### src/sv/udw_pkg.sv
package udw_pkg;

  // Configuration register indexes
  localparam int unsigned CfgIdxW = 3;
  localparam logic [CfgIdxW-1:0] CFG_WANT_CLASS    = 3'd0;
  localparam logic [CfgIdxW-1:0] CFG_WANT_SUBCLASS = 3'd1;
  localparam logic [CfgIdxW-1:0] CFG_WANT_PROTOCOL = 3'd2;
  localparam logic [CfgIdxW-1:0] CFG_WANT_IN       = 3'd3;
  localparam logic [CfgIdxW-1:0] CFG_WANT_TYPE     = 3'd4;

  localparam int unsigned CfgDataW = 8;

  // Descriptor type codes
  localparam logic [7:0] DESC_TYPE_IFACE = 8'd4;
  localparam logic [7:0] DESC_TYPE_EP    = 8'd5;

  // Field offsets inside a descriptor
  localparam logic [15:0] OFF_LEN       = 16'd0;
  localparam logic [15:0] OFF_TYPE      = 16'd1;
  localparam logic [15:0] OFF_EP_ADDR   = 16'd2;
  localparam logic [15:0] OFF_EP_ATTR   = 16'd3;
  localparam logic [15:0] OFF_IF_CLASS  = 16'd5;
  localparam logic [15:0] OFF_IF_SUBCLS = 16'd6;
  localparam logic [15:0] OFF_IF_PROTO  = 16'd7;

  // Header byte positions of the total length
  localparam logic [15:0] POS_TOTLEN_LO = 16'd2;
  localparam logic [15:0] POS_TOTLEN_HI = 16'd3;
  localparam logic [15:0] POS_HDR_END   = 16'd4;
  localparam logic [15:0] POS_MAX       = 16'hFFFF;

  // Endpoint address direction bit and attribute type mask
  localparam logic [7:0] EP_DIR_MASK  = 8'h80;
  localparam logic [7:0] EP_TYPE_MASK = 8'h03;

  typedef struct packed {
    logic [7:0] want_class;
    logic [7:0] want_subclass;
    logic [7:0] want_protocol;
    logic       want_in;
    logic [1:0] want_type;
  } udw_cfg_t;

  typedef struct packed {
    logic        iface_found;
    logic [15:0] iface_offset;
    logic        ep_found;
    logic [15:0] ep_offset;
    logic [7:0]  ep_address;
  } udw_result_t;

endpackage

### src/sv/udw_intf.sv
interface udw_desc_if;
  logic       valid;
  logic       ready;
  logic [7:0] desc_byte;
  logic       last;

  modport source (output valid, output desc_byte, output last, input ready);
  modport sink   (input valid, input desc_byte, input last, output ready);
endinterface

interface udw_res_if;
  logic        valid;
  logic        ready;
  logic        iface_found;
  logic [15:0] iface_offset;
  logic        ep_found;
  logic [15:0] ep_offset;
  logic [7:0]  ep_address;

  modport source (output valid, output iface_found, output iface_offset, output ep_found,
                  output ep_offset, output ep_address, input ready);
  modport sink   (input valid, input iface_found, input iface_offset, input ep_found,
                  input ep_offset, input ep_address, output ready);
endinterface

interface udw_cfg_if;
  logic                          valid;
  logic                          ready;
  logic [udw_pkg::CfgIdxW-1:0]  index;
  logic [udw_pkg::CfgDataW-1:0] data;

  modport source (output valid, output index, output data, input ready);
  modport sink   (input valid, input index, input data, output ready);
endinterface

### src/sv/udw_cfg_regs.sv
module udw_cfg_regs (
  input  logic                          clk_i,
  input  logic                          rst_ni,
  input  logic                          wr_en_i,
  input  logic [udw_pkg::CfgIdxW-1:0]  wr_index_i,
  input  logic [udw_pkg::CfgDataW-1:0] wr_data_i,
  output udw_pkg::udw_cfg_t             cfg_o
);

  udw_pkg::udw_cfg_t cfg_q, cfg_d;

  always_comb begin
    cfg_d = cfg_q;
    if (wr_en_i) begin
      unique case (wr_index_i)
        udw_pkg::CFG_WANT_CLASS:    cfg_d.want_class    = wr_data_i;
        udw_pkg::CFG_WANT_SUBCLASS: cfg_d.want_subclass = wr_data_i;
        udw_pkg::CFG_WANT_PROTOCOL: cfg_d.want_protocol = wr_data_i;
        udw_pkg::CFG_WANT_IN:       cfg_d.want_in       = wr_data_i[0];
        udw_pkg::CFG_WANT_TYPE:     cfg_d.want_type     = wr_data_i[1:0];
        default:                    cfg_d = cfg_q;  // unmapped index, dropped
      endcase
    end
  end

  always_ff @(posedge clk_i or negedge rst_ni) begin
    if (!rst_ni) begin
      cfg_q <= '0;
    end else begin
      cfg_q <= cfg_d;
    end
  end

  assign cfg_o = cfg_q;

endmodule

### src/sv/udw_walker.sv
module udw_walker (
  input  logic                  clk_i,
  input  logic                  rst_ni,
  input  logic                  take_i,
  input  logic [7:0]            desc_byte_i,
  input  logic                  last_i,
  input  udw_pkg::udw_cfg_t     cfg_i,
  output udw_pkg::udw_result_t  result_o
);

  typedef enum logic [1:0] {
    PH_IFACE,
    PH_EP,
    PH_DONE
  } phase_e;

  phase_e      phase_q, phase_d;
  logic [15:0] pos_q, pos_d;
  logic [15:0] tot_len_q, tot_len_d;
  logic [15:0] start_q, start_d;
  logic [7:0]  len_q, len_d;
  logic [7:0]  kind_q, kind_d;
  logic        fmatch_q, fmatch_d;
  logic [15:0] if_pos_q, if_pos_d;
  logic [15:0] ep_pos_q, ep_pos_d;
  logic [7:0]  ep_addr_q, ep_addr_d;
  logic        if_hit_q, if_hit_d;
  logic        ep_hit_q, ep_hit_d;

  logic [15:0] off;
  logic        adv;
  logic        ep_dir;

  always_comb begin
    phase_d   = phase_q;
    pos_d     = pos_q;
    tot_len_d = tot_len_q;
    start_d   = start_q;
    len_d     = len_q;
    kind_d    = kind_q;
    fmatch_d  = fmatch_q;
    if_pos_d  = if_pos_q;
    ep_pos_d  = ep_pos_q;
    ep_addr_d = ep_addr_q;
    if_hit_d  = if_hit_q;
    ep_hit_d  = ep_hit_q;
    off       = pos_q - start_q;
    adv       = 1'b0;
    ep_dir    = |(desc_byte_i & udw_pkg::EP_DIR_MASK);
    result_o  = '0;

    if (take_i) begin
      if (pos_q == udw_pkg::POS_TOTLEN_LO) tot_len_d[7:0]  = desc_byte_i;
      if (pos_q == udw_pkg::POS_TOTLEN_HI) tot_len_d[15:8] = desc_byte_i;

      if (phase_q != PH_DONE) begin
        if (pos_q >= udw_pkg::POS_HDR_END && pos_q >= tot_len_q) begin
          phase_d = PH_DONE;
        end else begin
          adv = 1'b1;
          if (off == udw_pkg::OFF_LEN) begin
            len_d    = desc_byte_i;
            kind_d   = '0;
            fmatch_d = 1'b1;
            if (desc_byte_i == '0) begin
              phase_d = PH_DONE;
              adv     = 1'b0;
            end
          end else if (off == udw_pkg::OFF_TYPE) begin
            kind_d = desc_byte_i;
            if (phase_q == PH_EP && desc_byte_i == udw_pkg::DESC_TYPE_IFACE) begin
              phase_d = PH_DONE;
              adv     = 1'b0;
            end
          end else if (phase_q == PH_IFACE && kind_q == udw_pkg::DESC_TYPE_IFACE) begin
            if (off == udw_pkg::OFF_IF_CLASS && desc_byte_i != cfg_i.want_class)
              fmatch_d = 1'b0;
            if (off == udw_pkg::OFF_IF_SUBCLS && desc_byte_i != cfg_i.want_subclass)
              fmatch_d = 1'b0;
            if (off == udw_pkg::OFF_IF_PROTO && fmatch_q &&
                desc_byte_i == cfg_i.want_protocol) begin
              if_pos_d = start_q;
              if_hit_d = 1'b1;
              phase_d  = PH_EP;
            end
          end else if (phase_q == PH_EP && kind_q == udw_pkg::DESC_TYPE_EP) begin
            if (off == udw_pkg::OFF_EP_ADDR) begin
              ep_addr_d = desc_byte_i;
              if (ep_dir != cfg_i.want_in) fmatch_d = 1'b0;
            end
            if (off == udw_pkg::OFF_EP_ATTR && fmatch_q &&
                (desc_byte_i & udw_pkg::EP_TYPE_MASK) == {6'd0, cfg_i.want_type}) begin
              ep_pos_d = start_q;
              ep_hit_d = 1'b1;
              phase_d  = PH_DONE;
              adv      = 1'b0;
            end
          end

          // descriptor ends on this byte: next one starts on the following byte
          if (adv && ((17'(off) + 17'd1) >= 17'(len_d))) begin
            if (pos_q == udw_pkg::POS_MAX) phase_d = PH_DONE;
            else start_d = pos_q + 16'd1;
          end
        end
      end

      if (pos_q != udw_pkg::POS_MAX) pos_d = pos_q + 16'd1;

      result_o.iface_found  = if_hit_d;
      result_o.iface_offset = if_hit_d ? if_pos_d : '0;
      result_o.ep_found     = ep_hit_d;
      result_o.ep_offset    = ep_hit_d ? ep_pos_d : '0;
      result_o.ep_address   = ep_hit_d ? ep_addr_d : '0;

      if (last_i) begin
        phase_d   = PH_IFACE;
        pos_d     = '0;
        tot_len_d = '0;
        start_d   = '0;
        len_d     = '0;
        kind_d    = '0;
        fmatch_d  = 1'b1;
        if_pos_d  = '0;
        ep_pos_d  = '0;
        ep_addr_d = '0;
        if_hit_d  = 1'b0;
        ep_hit_d  = 1'b0;
      end
    end
  end

  always_ff @(posedge clk_i or negedge rst_ni) begin
    if (!rst_ni) begin
      phase_q   <= PH_IFACE;
      pos_q     <= '0;
      tot_len_q <= '0;
      start_q   <= '0;
      len_q     <= '0;
      kind_q    <= '0;
      fmatch_q  <= 1'b1;
      if_pos_q  <= '0;
      ep_pos_q  <= '0;
      ep_addr_q <= '0;
      if_hit_q  <= 1'b0;
      ep_hit_q  <= 1'b0;
    end else begin
      phase_q   <= phase_d;
      pos_q     <= pos_d;
      tot_len_q <= tot_len_d;
      start_q   <= start_d;
      len_q     <= len_d;
      kind_q    <= kind_d;
      fmatch_q  <= fmatch_d;
      if_pos_q  <= if_pos_d;
      ep_pos_q  <= ep_pos_d;
      ep_addr_q <= ep_addr_d;
      if_hit_q  <= if_hit_d;
      ep_hit_q  <= ep_hit_d;
    end
  end

endmodule

### src/sv/usb_descriptor_walker.sv
// USB configuration descriptor walker.
// desc_i: one descriptor byte per beat, with last on the final byte of a block.
// res_o:  one beat per block, on the byte marked last: interface match flag and
//         offset, endpoint match flag, offset and address (zeros when not found).
// cfg_i:  register writes (index 0..4: class, subclass, protocol, direction,
//         transfer type); always ready; write only while the walker is idle (unchecked).
// Path: an accepted byte is registered in the input register and then walked;
// walking a last byte loads its result beat into the result register.
// Throughput: one byte per cycle; the per-byte update is a handful of compares
// and a 16-bit offset subtract between the input register and walker state.
// Stall: the result register holds its beat while res_o.ready is low; bytes
// without last keep flowing, and only a last byte waits in the input register
// for the result slot, which then backs up desc_i.ready.
// Reset: walk state clears, configuration registers return to zero, no beat
// is pending. After each last byte the walk state clears for the next block.
module usb_descriptor_walker (
  input  logic  clk_i,
  input  logic  rst_ni,
  udw_desc_if.sink   desc_i,
  udw_res_if.source  res_o,
  udw_cfg_if.sink    cfg_i
);

  udw_pkg::udw_cfg_t    cfg;
  udw_pkg::udw_result_t res_d, res_q;

  logic       in_valid_q;
  logic [7:0] in_byte_q;
  logic       in_last_q;
  logic       out_valid_q;
  logic       s1_fire;
  logic       out_free;

  // ---------------------------------------------------------------------------
  // Configuration registers
  // ---------------------------------------------------------------------------
  assign cfg_i.ready = 1'b1;

  udw_cfg_regs u_cfg (
    .clk_i      (clk_i),
    .rst_ni     (rst_ni),
    .wr_en_i    (cfg_i.valid),
    .wr_index_i (cfg_i.index),
    .wr_data_i  (cfg_i.data),
    .cfg_o      (cfg)
  );

  // ---------------------------------------------------------------------------
  // Handshake: input register advances unless a last byte needs a busy slot
  // ---------------------------------------------------------------------------
  assign out_free     = !out_valid_q || res_o.ready;
  assign s1_fire      = in_valid_q && (!in_last_q || out_free);
  assign desc_i.ready = !in_valid_q || s1_fire;

  always_ff @(posedge clk_i or negedge rst_ni) begin
    if (!rst_ni) begin
      in_valid_q <= 1'b0;
    end else if (desc_i.ready) begin
      in_valid_q <= desc_i.valid;
    end
  end

  always_ff @(posedge clk_i) begin
    if (desc_i.ready && desc_i.valid) begin
      in_byte_q <= desc_i.desc_byte;
      in_last_q <= desc_i.last;
    end
  end

  // ---------------------------------------------------------------------------
  // Descriptor chain walker
  // ---------------------------------------------------------------------------
  udw_walker u_walker (
    .clk_i       (clk_i),
    .rst_ni      (rst_ni),
    .take_i      (s1_fire),
    .desc_byte_i (in_byte_q),
    .last_i      (in_last_q),
    .cfg_i       (cfg),
    .result_o    (res_d)
  );

  // ---------------------------------------------------------------------------
  // Result register
  // ---------------------------------------------------------------------------
  always_ff @(posedge clk_i or negedge rst_ni) begin
    if (!rst_ni) begin
      out_valid_q <= 1'b0;
    end else if (s1_fire && in_last_q) begin
      out_valid_q <= 1'b1;
    end else if (res_o.ready) begin
      out_valid_q <= 1'b0;
    end
  end

  always_ff @(posedge clk_i) begin
    if (s1_fire && in_last_q) begin
      res_q <= res_d;
    end
  end

  assign res_o.valid        = out_valid_q;
  assign res_o.iface_found  = res_q.iface_found;
  assign res_o.iface_offset = res_q.iface_offset;
  assign res_o.ep_found     = res_q.ep_found;
  assign res_o.ep_offset    = res_q.ep_offset;
  assign res_o.ep_address   = res_q.ep_address;

`ifndef SYNTHESIS
  // An endpoint is only searched for after an interface matched.
  a_ep_needs_iface: assert property (@(posedge clk_i) disable iff (!rst_ni)
    out_valid_q && res_q.ep_found |-> res_q.iface_found)
    else $error("endpoint reported without interface");

  // The endpoint descriptor lies after its interface descriptor.
  a_ep_after_iface: assert property (@(posedge clk_i) disable iff (!rst_ni)
    out_valid_q && res_q.ep_found |-> res_q.ep_offset > res_q.iface_offset)
    else $error("endpoint offset not after interface offset");

  // Input backs up only for a last byte facing a stalled result.
  a_stall_cause: assert property (@(posedge clk_i) disable iff (!rst_ni)
    !desc_i.ready |-> (in_valid_q && in_last_q && out_valid_q && !res_o.ready))
    else $error("input stalled without cause");

  // A walked last byte always lands in the result register.
  a_last_loads: assert property (@(posedge clk_i) disable iff (!rst_ni)
    s1_fire && in_last_q |=> out_valid_q)
    else $error("last byte lost its result");
`endif

endmodule
### src/flat_wrapper.sv
// flat-port wrapper written by rule: the top's interface ports become plain ports
module usb_descriptor_walker_flat 
  (clk_i, rst_ni, desc_i_valid, desc_i_desc_byte, desc_i_last, desc_i_ready, res_o_valid, res_o_iface_found, res_o_iface_offset, res_o_ep_found, res_o_ep_offset, res_o_ep_address, res_o_ready, cfg_i_valid, cfg_i_index, cfg_i_data, cfg_i_ready);
  udw_desc_if desc_i_i ();
  udw_res_if res_o_i ();
  udw_cfg_if cfg_i_i ();
  input  logic clk_i;
  input  logic rst_ni;
  input wire logic [$bits(desc_i_i.valid)-1:0] desc_i_valid;
  input wire logic [$bits(desc_i_i.desc_byte)-1:0] desc_i_desc_byte;
  input wire logic [$bits(desc_i_i.last)-1:0] desc_i_last;
  output wire logic [$bits(desc_i_i.ready)-1:0] desc_i_ready;
  output wire logic [$bits(res_o_i.valid)-1:0] res_o_valid;
  output wire logic [$bits(res_o_i.iface_found)-1:0] res_o_iface_found;
  output wire logic [$bits(res_o_i.iface_offset)-1:0] res_o_iface_offset;
  output wire logic [$bits(res_o_i.ep_found)-1:0] res_o_ep_found;
  output wire logic [$bits(res_o_i.ep_offset)-1:0] res_o_ep_offset;
  output wire logic [$bits(res_o_i.ep_address)-1:0] res_o_ep_address;
  input wire logic [$bits(res_o_i.ready)-1:0] res_o_ready;
  input wire logic [$bits(cfg_i_i.valid)-1:0] cfg_i_valid;
  input wire logic [$bits(cfg_i_i.index)-1:0] cfg_i_index;
  input wire logic [$bits(cfg_i_i.data)-1:0] cfg_i_data;
  output wire logic [$bits(cfg_i_i.ready)-1:0] cfg_i_ready;
  assign desc_i_i.valid = desc_i_valid;
  assign desc_i_i.desc_byte = desc_i_desc_byte;
  assign desc_i_i.last = desc_i_last;
  assign desc_i_ready = desc_i_i.ready;
  assign res_o_valid = res_o_i.valid;
  assign res_o_iface_found = res_o_i.iface_found;
  assign res_o_iface_offset = res_o_i.iface_offset;
  assign res_o_ep_found = res_o_i.ep_found;
  assign res_o_ep_offset = res_o_i.ep_offset;
  assign res_o_ep_address = res_o_i.ep_address;
  assign res_o_i.ready = res_o_ready;
  assign cfg_i_i.valid = cfg_i_valid;
  assign cfg_i_i.index = cfg_i_index;
  assign cfg_i_i.data = cfg_i_data;
  assign cfg_i_ready = cfg_i_i.ready;
  usb_descriptor_walker u_core (.clk_i(clk_i), .rst_ni(rst_ni), .desc_i(desc_i_i), .res_o(res_o_i), .cfg_i(cfg_i_i));
endmodule
### config.mk
export PLATFORM = sky130hd
export DESIGN_NAME = usb_descriptor_walker_flat
export DESIGN_NICKNAME = d
export VERILOG_FILES = /design/src/sv/udw_pkg.sv /design/src/sv/udw_intf.sv /design/src/sv/udw_cfg_regs.sv /design/src/sv/udw_walker.sv /design/src/sv/usb_descriptor_walker.sv /design/src/flat_wrapper.sv
export SDC_FILE = /design/constraint.sdc
export NUM_CORES = 1
export LEC_CHECK = 0
export BUFFER_PORTS_ARGS = -buffer_cell sky130_fd_sc_hd__buf_4
export CAP_MARGIN = 10
export CORE_MARGIN = 2
export CORE_UTILIZATION = 45
export DETAILED_ROUTE_END_ITERATION = 16
export REMOVE_ABC_BUFFERS = 1
export SYNTH_ARGS = -nofsm -noshare
export SYNTH_HDL_FRONTEND = slang
export SYNTH_SLANG_ARGS = --single-unit
### constraint.sdc
create_clock -name clk_i -period 9.02 [get_ports clk_i]
set_clock_uncertainty 0.1 [all_clocks]
set_input_delay 1.353 -clock clk_i [delete_from_list [all_inputs] [get_ports clk_i]]
set_output_delay 1.353 -clock clk_i [all_outputs]
set_load 0.02 [all_outputs]
# Word-level counts from Yosys, hierarchy flattened
# Cells that the tools add are included.
[word_totals]
word_cells = 208
out_inout_bits = 45
input_bits = 25
regBits = 189
[classes]
mux = 98
n_reduce_logical = 49
n_lt_le_gt_ge = 3
eq_ne = 28
add_sub_neg = 3
[op_table]
columns = ["operator", "count"]
rows = [
  ["$mux 16", 23],
  ["$mux 8", 22],
  ["$eq 16x2->1 const B", 4],
  ["$eq 16x3->1 const B", 3],
  ["$mux 1", 40],
  ["$mux 2", 13],
  ["$eq 8x3->1 const B", 3],
  ["$reduce_and 2->1", 11],
  ["$add 16x1->17 const B", 1],
  ["$ge 17x8->1", 1],
  ["$add 16x1->16 const B", 1],
  ["$eq 16x1->1 const B", 1],
  ["$eq 16x16->1 const B", 1],
  ["$ge 16x16->1", 1],
  ["$ge 16x3->1 const B", 1],
  ["$logic_not 16->1", 1],
  ["$ne 16x16->1 const B", 1],
  ["$ne 8x8->1", 2],
  ["$sub 16x16->16", 1],
  ["$logic_and 1x1->1", 14],
  ["$reduce_bool 2->1", 6],
  ["$reduce_bool 4->1", 3],
  ["$eq 8x8->1", 1],
  ["$logic_not 8->1", 1],
  ["19 further kinds", 25],
]

# Logic depth before layout (Yosys ltp)
# Gate-level depths: netlist of run 1.
[depth]
depth_word = 17
depth_mapped = 25
ltp_nobuf = 23

# Modules after synthesis
# A second synthesis of run 1 with hierarchy kept.
[hier_totals]
cells_unflattened = 1121
area_unflattened_um2 = 11149.4
[by_module_without_submodules]
columns = ["module", "area_per_inst_um2", "instances", "cells_each", "seq_area_each_um2"]
rows = [
  ["udw_walker", 8443.1, 1, 997, 2728.9],
  ["usb_descriptor_walker", 1649.1, 1, 63, 1581.5],
  ["udw_cfg_regs", 1057.3, 1, 61, 675.6],
]

# Worst setup path after synthesis of run 1
# No wires, ideal clock.
[synth_path]
path_kind = "register -> register"
startpoint = "register u_core.u_walker.pos_q[0]"
endpoint = "register u_core.u_walker.start_q[10]"
setup_time_ns = 0.123
path_buffers = 2
t_required_ns = 8.797
path_stages_with_launch = 26
t_arrival_ns = 5.142
period_less_slack_ns = 5.364
path_slack_ns = 3.656
path_cell_list = "dfrtp_1 > inv_1 > ha_1 > fa_1 > nand2b_1 > a211o_1 > a21oi_1 > xnor2_1 > nand2_1 > or4_4 > nor3_4 > and3_1 > buf_4 > mux2i_1 > ha_1 > nor2b_1 > o21a_1 > o21ai_0 > a21oi_1 > o31ai_1 > o211a_1 > o211a_1 > nand2_1 > a21oi_2 > buf_2 > o2bb2ai_1"
[synth_between]
elab_chain_cells = 15
word_cells_on_any_way = 35
classes_between = "add/sub (3); order compare (3); eq/ne (5); mux (17); reduce/logical (7)"
[synth_lines]
columns = ["element", "line_no", "source"]
rows = [
  ["start, declared", "udw_walker.sv:18", "logic [15:0] pos_q, pos_d;"],
  ["start signal, assigned", "udw_walker.sv:149", "pos_q <= pos_d;"],
  ["branches (longest 15 deep; another with $add 16x1->17)", "--", ""],
  ["end signal, assigned", "udw_walker.sv:151", "start_q <= start_d;"],
  ["end, declared", "udw_walker.sv:20", "logic [15:0] start_q, start_d;"],
]
# Parallel ways; which one is timed is not known. The select of a mux whose other input is x is not followed.
# A chain may end at the register's enable or synchronous reset.

# Worst setup path in the final report of run 1
[layout_path]
startpoint = "register u_core.u_walker.pos_q[0]"
endpoint = "register u_core.u_walker.start_q[0]"
# The elaborated chain is that of the path after synthesis.

==> results of run 1 <==
-- flip-flops by register name, summed over array words and instances, names as in the netlist, 2 cells and up --
register / cells
u_core.res_o.ep_address: 8
u_core.u_walker.tot_len_q: 16
u_core.res_o.iface_offset: 16
u_core.u_walker.pos_q: 16
u_core.u_walker.kind_q: 8
u_core.u_walker.if_pos_q: 16
u_core.u_walker.ep_addr_q: 8
u_core.res_o.ep_offset: 16
u_core.u_walker.phase_q: 2
u_core.u_walker.len_q: 8
u_core.u_walker.ep_pos_q: 16
u_core.u_cfg.cfg_o: 27
u_core.u_walker.start_q: 16
u_core.in_byte_q: 8
-- how the worst min path moves through the flow --
stage | endpoint | slack [ps] | cells past startpoint
6_report | u_core.u_walker.ep_addr_q[1]$_DFFE_PN0P_ | 410 | 1
5_1_grt | u_core.u_walker.if_pos_q[13]$_DFFE_PN0P_ | 420 | 1
4_1_cts | u_core.u_walker.if_pos_q[12]$_DFFE_PN0P_ | 410 | 1
3_5_place_dp | u_core.u_walker.ep_pos_q[6]$_DFFE_PN0P_ | 390 | 1
3_3_place_gp | u_core.u_walker.if_pos_q[3]$_DFFE_PN0P_ | 390 | 1
2_1_floorplan | u_core.u_walker.len_q[0]$_DFFE_PN0P_ | 370 | 1
-- cells in the final DEF, fill, tap and decap left out, drive strengths merged, types with 5 or more instances in the layout --
master	synthesis	layout
dfrtp	137	137
nand2	91	91
buf	28	82
a21oi	82	82
a22o	65	65
inv	48	54
edfxtp	51	51
nor2	50	50
nand3	50	50
o21ai	49	49
ha	47	47
xnor2	43	43
mux2	31	31
nand4	19	19
and3	18	18
clkbuf	25	17
nor3	17	17
mux2i	16	16
o2bb2ai	13	13
xor2	11	11
nor4	8	8
o21a	7	7
and4	7	7
a21o	6	6
and2	6	6
o31ai	6	6
clkinv	0	6
nand2b	5	5
o211a	5	5
nor2b	5	5
a31oi	5	5
-- cells in the mapped netlist, types with 7 or more instances --
cell         n  area share [%]
nor2_1      50             1.8
edfxtp_1    51              15
nand2_1     91             3.3
ha_1        47             5.6
nand4_1     17             1.0
buf_6        7            0.75
dfrtp_1    137              33
mux2_2      31             3.3
clkbuf_1    23            0.82
a21oi_1     79             3.8
buf_4        8            0.57
o21a_1       7            0.50
o21ai_0     40             1.9
and3_1      17             1.0
inv_1       47             1.7
xnor2_1     43             3.6
o2bb2ai_1   13             1.1
mux2i_1     16             1.5
a22o_1      65             5.4
nor3_1      14            0.67
xor2_1      11            0.92
nand3_1     49             2.3
buf_2        8            0.38
nor4_1       8            0.48
-- metal layers --
metal | GRT usage [%] | routed length, um | vias to the layer above
li1 | - | - | 3774
met1 | 31.3 | 12300 | 3939
met2 | 36.9 | 12800 | 229
met3 | 3.24 | 1090 | 29
met4 | 6.55 | 486 | 0
met5 | 0 | 0 | -
-- area by class of cell --
cell class / count / area (sq um) / area share (%)
multi-input combinational: 713 / 5030 / 42.7
inverter: 48 / 180 / 1.53
tap: 313 / 392 / 3.32
clock buffer: 17 / 425 / 3.61
sequential: 189 / 4990 / 42.3
timing repair buffer: 82 / 619 / 5.25
clock inverter: 15 / 155 / 1.32
-- power by group through the flow --
stage,registers (mW),clock network (mW),logic [mW]
6_report,0.976,0.737,0.762
5_1_grt,0.981,0.781,0.845
4_1_cts,0.975,0.749,0.760
3_5_place_dp,0.992,0,0.753
3_3_place_gp,0.990,0,0.749
2_1_floorplan,0.990,0,0.543
-- cells by family after synthesis --
logic type	after synthesis	share of synthesized area, %
AND/OR/NAND/NOR	294	14.7
buffers and inverters	101	4.52
AO/OA/AOI/OAI	269	18.1
flip-flops	189	47.5
adder cells (fa/ha/maj)	48	5.80
multiplexers	47	4.85
XOR/XNOR	54	4.51
other	1	0.0357
-- metrics by stage --
| stage | util [%] | worst slack [ps] |
|---|---|---|
| 6_report | 51.7 | 2220 |
| 5_1_grt | 51.7 | 1770 |
| 4_1_cts | 51.7 | 2240 |
| 3_5_place_dp | 49.2 | 2290 |
| 3_3_place_gp | 49.2 | 2470 |
| 2_1_floorplan | - | 3220 |
-- worst max-delay path, stage by stage (launching register included) --
cell and delay, ps:
dfrtp_1 430, inv_1 140, ha_1 240, fa_1 430, nand2b_1 230, a211o_1 350
a21oi_1 200, xnor2_1 220, nand2_1 90, or4_4 580, nor3_4 540, and3_1 600
mux2i_1 250, ha_1 260, nor2b_1 140, o21a_1 160, o21ai_0 140, a21oi_1 80
o31ai_1 230, o211a_1 190, o211a_1 220, nand2_1 90, a21oi_2 580, o2bb2ai_1 150
==> flow_summary.json, run 1 <==
{
  "max-vdd-ir-drop_mv": 0.157,
  "cts.repair.resized": 0,
  "postcts_setup_bufs": 0,
  "synth_warnings": 0,
  "dpl.hpwl_mm": 18.6,
  "grt_first_pass_wirelength_mm": 43.0,
  "io_buffer_count": 68,
  "critical_path_arrival_ps": 6990,
  "unrepaired_setup_endpoints_after_global_routing": "false",
  "total_switching_power_mw": 0.871,
  "fin_worst_hold_slack_ps": 408,
  "layout.nets": 1124,
  "dieArea_sq_um": 24500,
  "worst-path-max-fanout": 13,
  "p_per_area_nw_per_um2": 210,
  "die_y_um": 157,
  "hold_viol_final": 0,
  "count_of_flip_flops_with_a_built_in_enable_after_synthesis": 51,
  "fp.dieW_um": 157,
  "timing.critical_path.from_type": "register",
  "root_buffer": "clkbuf_16",
  "placeable_core_region_sq_um": 22800,
  "start_util_pct": 46.1,
  "floorplan.io_pins": 70,
  "crit_start": "u_core.u_walker.pos_q[0]$_DFFE_PN0P_",
  "yosysSeqAreaShare_pct": 47.5,
  "drt-wirelength-per-cell_um": 19.4,
  "tns_ps": 0,
  "cts.sinks": 189,
  "synth_ff_type": "dfrtp_1",
  "diodes": 0,
  "grt_overflow": 0,
  "post-route-cell-area_sq_um": 11800,
  "syn_area_sq_um": 10500,
  "clockPowerShare_pct": 29.8,
  "finalSetupViolCount": 0,
  "dp.cells": 1345,
  "total_power_mw": 2.47,
  "placement_rows": 55,
  "total_routed_length_mm": 26.7,
  "max_slew_margin_pct": 27.0,
  "fmaxAchievable_mhz": 147,
  "layout-drive-gt1-share_pct": 16.4,
  "routed-via-count": 7971,
  "regToRegStartpoint": "u_core.u_walker.pos_q[0]$_DFFE_PN0P_",
  "route.antenna.remaining_nets": 0,
  "grt_util_all_layers_pct": 22.6,
  "leakagePower_nw": 4.98,
  "clock_insertion_delay_worst_skew_ps": 440,
  "min_period_over_period_pct": 75.4,
  "avgViaCountPerCell": 5.79,
  "final_cells": 1377,
  "postPlaceCellArea_sq_um": 11200,
  "fillCellCount": 2063,
  "cts.hold.buffers_added": 0,
  "timing.final.max_slew_violations": 0,
  "grt_start_max_net_pins": 81,
  "synth_cell_types": 83,
  "timing.setup.critical_path_class": "reg -> reg",
  "cts-htree-levels": 4,
  "worst_slew_pin_slew_ps": 1090,
  "worst_setup_path_endpoint": "u_core.u_walker.start_q[0]$_DFFE_PN0P_",
  "area.growth.synth_to_final_pct": 12.4,
  "synthesis.instances": 1003,
  "sw_ratio_pct": 35.2,
  "synth-async-reset-ratio_pct": 73.0,
  "setup.reg_to_reg.worst_slack_ps": 2220,
  "cts_tree": "done",
  "internal_power_mw": 1.60,
  "min_from": "u_core.u_walker.ep_addr_q[1]$_DFFE_PN0P_",
  "synth_seq_cells": 189,
  "first_global_vias": 7671,
  "outcome": "finished, final reports clean",
  "drtPass1Iterations": 5,
  "worstHoldPathType": "reg -> reg",
  "comb_power_share_pct": 30.8,
  "clock_path_buffers": 2,
  "drc": 0,
  "cts.clk_slew.worst_paths_ps": 70,
  "rr_worst_depth": 23,
  "drtIter0Drc": 477,
  "routabilityCongestion": 0.859,
  "antenna_found_initial": 0,
  "critical_path_required_ps": 9210,
  "p_seq_share_pct": 39.4,
  "max_cap_violations": 0,
  "post-route-min-period_ps": 6800,
  "regToRegEndpoint": "u_core.u_walker.start_q[0]$_DFFE_PN0P_",
  "timing.critical_path.to_type": "register",
  "avg_cell_area_syn_sq_um": 10.5,
  "cts_made_buffers": 17
}
Note: power is estimated with default switching activity, not from simulation.
==> run 2: changes to the inputs <==
Clock period 9.02 ns to 7 ns, I/O delays scaled along.
==> run 2 against run 1 <==
Net effect: largest power group unchanged; non-clock buffer count increased by 4; combinational power increased by 29%; routed wire length increased by 0.67%; flip-flop and latch count unchanged.
==> flow_summary.json, run 2 (same netlist as run 1, synthesis figures left out) <==
{
  "min_period_over_period_pct": 91.5,
  "grt_start_max_net_pins": 88,
  "routabilityCongestion": 0.882,
  "critical_path_required_ps": 7190,
  "total_power_mw": 3.21,
  "layout.cells.most_common_list": "dfrtp_1, nand2_1, buf_4",
  "finalSetupViolCount": 0,
  "clock_insertion_delay_worst_skew_ps": 430,
  "routed-via-count": 8033,
  "floorplan.io_pins": 70,
  "route.antenna.remaining_nets": 0,
  "cts_tree": "done",
  "p_per_area_nw_per_um2": 271,
  "start_util_pct": 46.1,
  "total_routed_length_mm": 26.9,
  "cts.repair.resized": 0,
  "timing.final.max_slew_violations": 0,
  "leakagePower_nw": 5.02,
  "timing.setup.critical_path_class": "reg -> reg",
  "fillCellCount": 2057,
  "cts.sinks": 189,
  "timing.critical_path.to_type": "register",
  "critical_path_arrival_ps": 6600,
  "area.growth.synth_to_final_pct": 12.7,
  "post-route-cell-area_sq_um": 11800,
  "avgViaCountPerCell": 5.82,
  "antenna_found_initial": 0,
  "unrepaired_setup_endpoints_after_global_routing": "false",
  "layout-drive-gt1-share_pct": 16.6,
  "io_buffer_count": 68,
  "drt-wirelength-per-cell_um": 19.5,
  "outcome": "finished, final reports clean",
  "max-vdd-ir-drop_mv": 0.161,
  "max_cap_violations": 0,
  "postcts_setup_bufs": 0,
  "root_buffer": "clkbuf_16",
  "cts.clk_slew.worst_paths_ps": 70,
  "placement_rows": 55,
  "worst-path-max-fanout": 13,
  "cts.hold.buffers_added": 0,
  "timing.critical_path.from_type": "register",
  "grt_first_pass_wirelength_mm": 43.5,
  "layout.nets": 1128,
  "max_reg_flops": 27,
  "grt_util_all_layers_pct": 22.8,
  "pre_cts_worst_setup_slack_ps": 652,
  "dpl.hpwl_mm": 18.7,
  "clock_path_buffers": 2,
  "grt_overflow": 0,
  "fmaxAchievable_mhz": 156,
  "drtPass1Iterations": 5,
  "final.setup.worst_slack_ps": 597,
  "die_y_um": 157,
  "tns_ps": 0,
  "drc": 0,
  "mostFrequentLayoutCell": "dfrtp_1",
  "post-route-min-period_ps": 6400,
  "hold_viol_final": 0,
  "dieArea_sq_um": 24500,
  "worstHoldPathType": "reg -> reg",
  "postPlaceCellArea_sq_um": 11200,
  "worst_slew_pin_slew_ps": 1140,
  "fp.dieW_um": 157,
  "placeable_core_region_sq_um": 22800,
  "cts_made_buffers": 17,
  "cts-htree-levels": 4,
  "drtIter0Drc": 643,
  "first_global_vias": 7745,
  "max_slew_margin_pct": 23.6,
  "diodes": 0
}
-- run 2: final timing paths --
path	start	to	slack [ps]	cells after the start
hold / removal	u_core.u_walker.if_pos_q[2]$_DFFE_PN0P_	u_core.u_walker.if_pos_q[2]$_DFFE_PN0P_	410	1
max in group asynchronous	rst_ni	u_core.u_walker.start_q[10]$_DFFE_PN0P_	5000	2
setup / recovery	u_core.u_walker.pos_q[0]$_DFFE_PN0P_	u_core.u_walker.start_q[9]$_DFFE_PN0P_	600	25
setup reg to reg	u_core.u_walker.pos_q[0]$_DFFE_PN0P_	u_core.u_walker.start_q[9]$_DFFE_PN0P_	600	25
min in group asynchronous	rst_ni	u_core.u_walker.ep_addr_q[5]$_DFFE_PN0P_	570	1
hold reg to reg	u_core.u_walker.if_pos_q[2]$_DFFE_PN0P_	u_core.u_walker.if_pos_q[2]$_DFFE_PN0P_	410	1
-- run 2: critical path, cell delays in order, from the launching register on --
cell and delay, ps:
dfrtp_1 430, inv_1 150, ha_1 240, fa_1 440, nand2b_1 230, a211o_1 350, a21oi_1 170, xnor2_1 210
nand2_1 90, or4_4 580, nor3_4 190, buf_4 220, and3_1 170, buf_4 200, mux2i_1 220, ha_1 270
nor2b_1 130, o21a_1 160, o21ai_0 140, a21oi_1 90, o31ai_1 280, o211a_1 200, o211a_1 210, nand2_1 90
a21oi_2 540, o2bb2ai_1 140
-- run 2: area by class of cell --
type	instances	area (sq um)	share of cell area (%)
multi-input cells	713	5030	42.5
flip-flops and latches	189	4990	42.2
repair buffers	86	649	5.49
clock buffers	18	429	3.63
well taps	313	392	3.31
inverters	48	180	1.52
clock inverters	14	160	1.35
-- run 2: stage by stage --
step	util (%)	hold slack, ps	cells
3_3_place_gp	49.3	388	1349
4_1_cts	51.9	411	1381
2_1_floorplan	-	369	950
6_report	51.9	407	1381
5_1_grt	51.9	420	1381
3_5_place_dp	49.3	390	1349
-- run 2: power by group --
part	leakage (nW)	total, mW	switching [mW]	internal [mW]
registers	2.39	1.26	0.0629	1.20
logic	2.34	0.983	0.585	0.398
clock network	0.282	0.968	0.461	0.507
total	5.02	3.21	1.11	2.10
-- run 2: routing by layer --
layer	global-route usage (%)	wire, um	vias to the layer above
li1	-	-	3783
met1	31.9	12300	3970
met2	36.6	12800	237
met3	2.99	1060	43
met4	7.82	707	0
met5	0	0	-
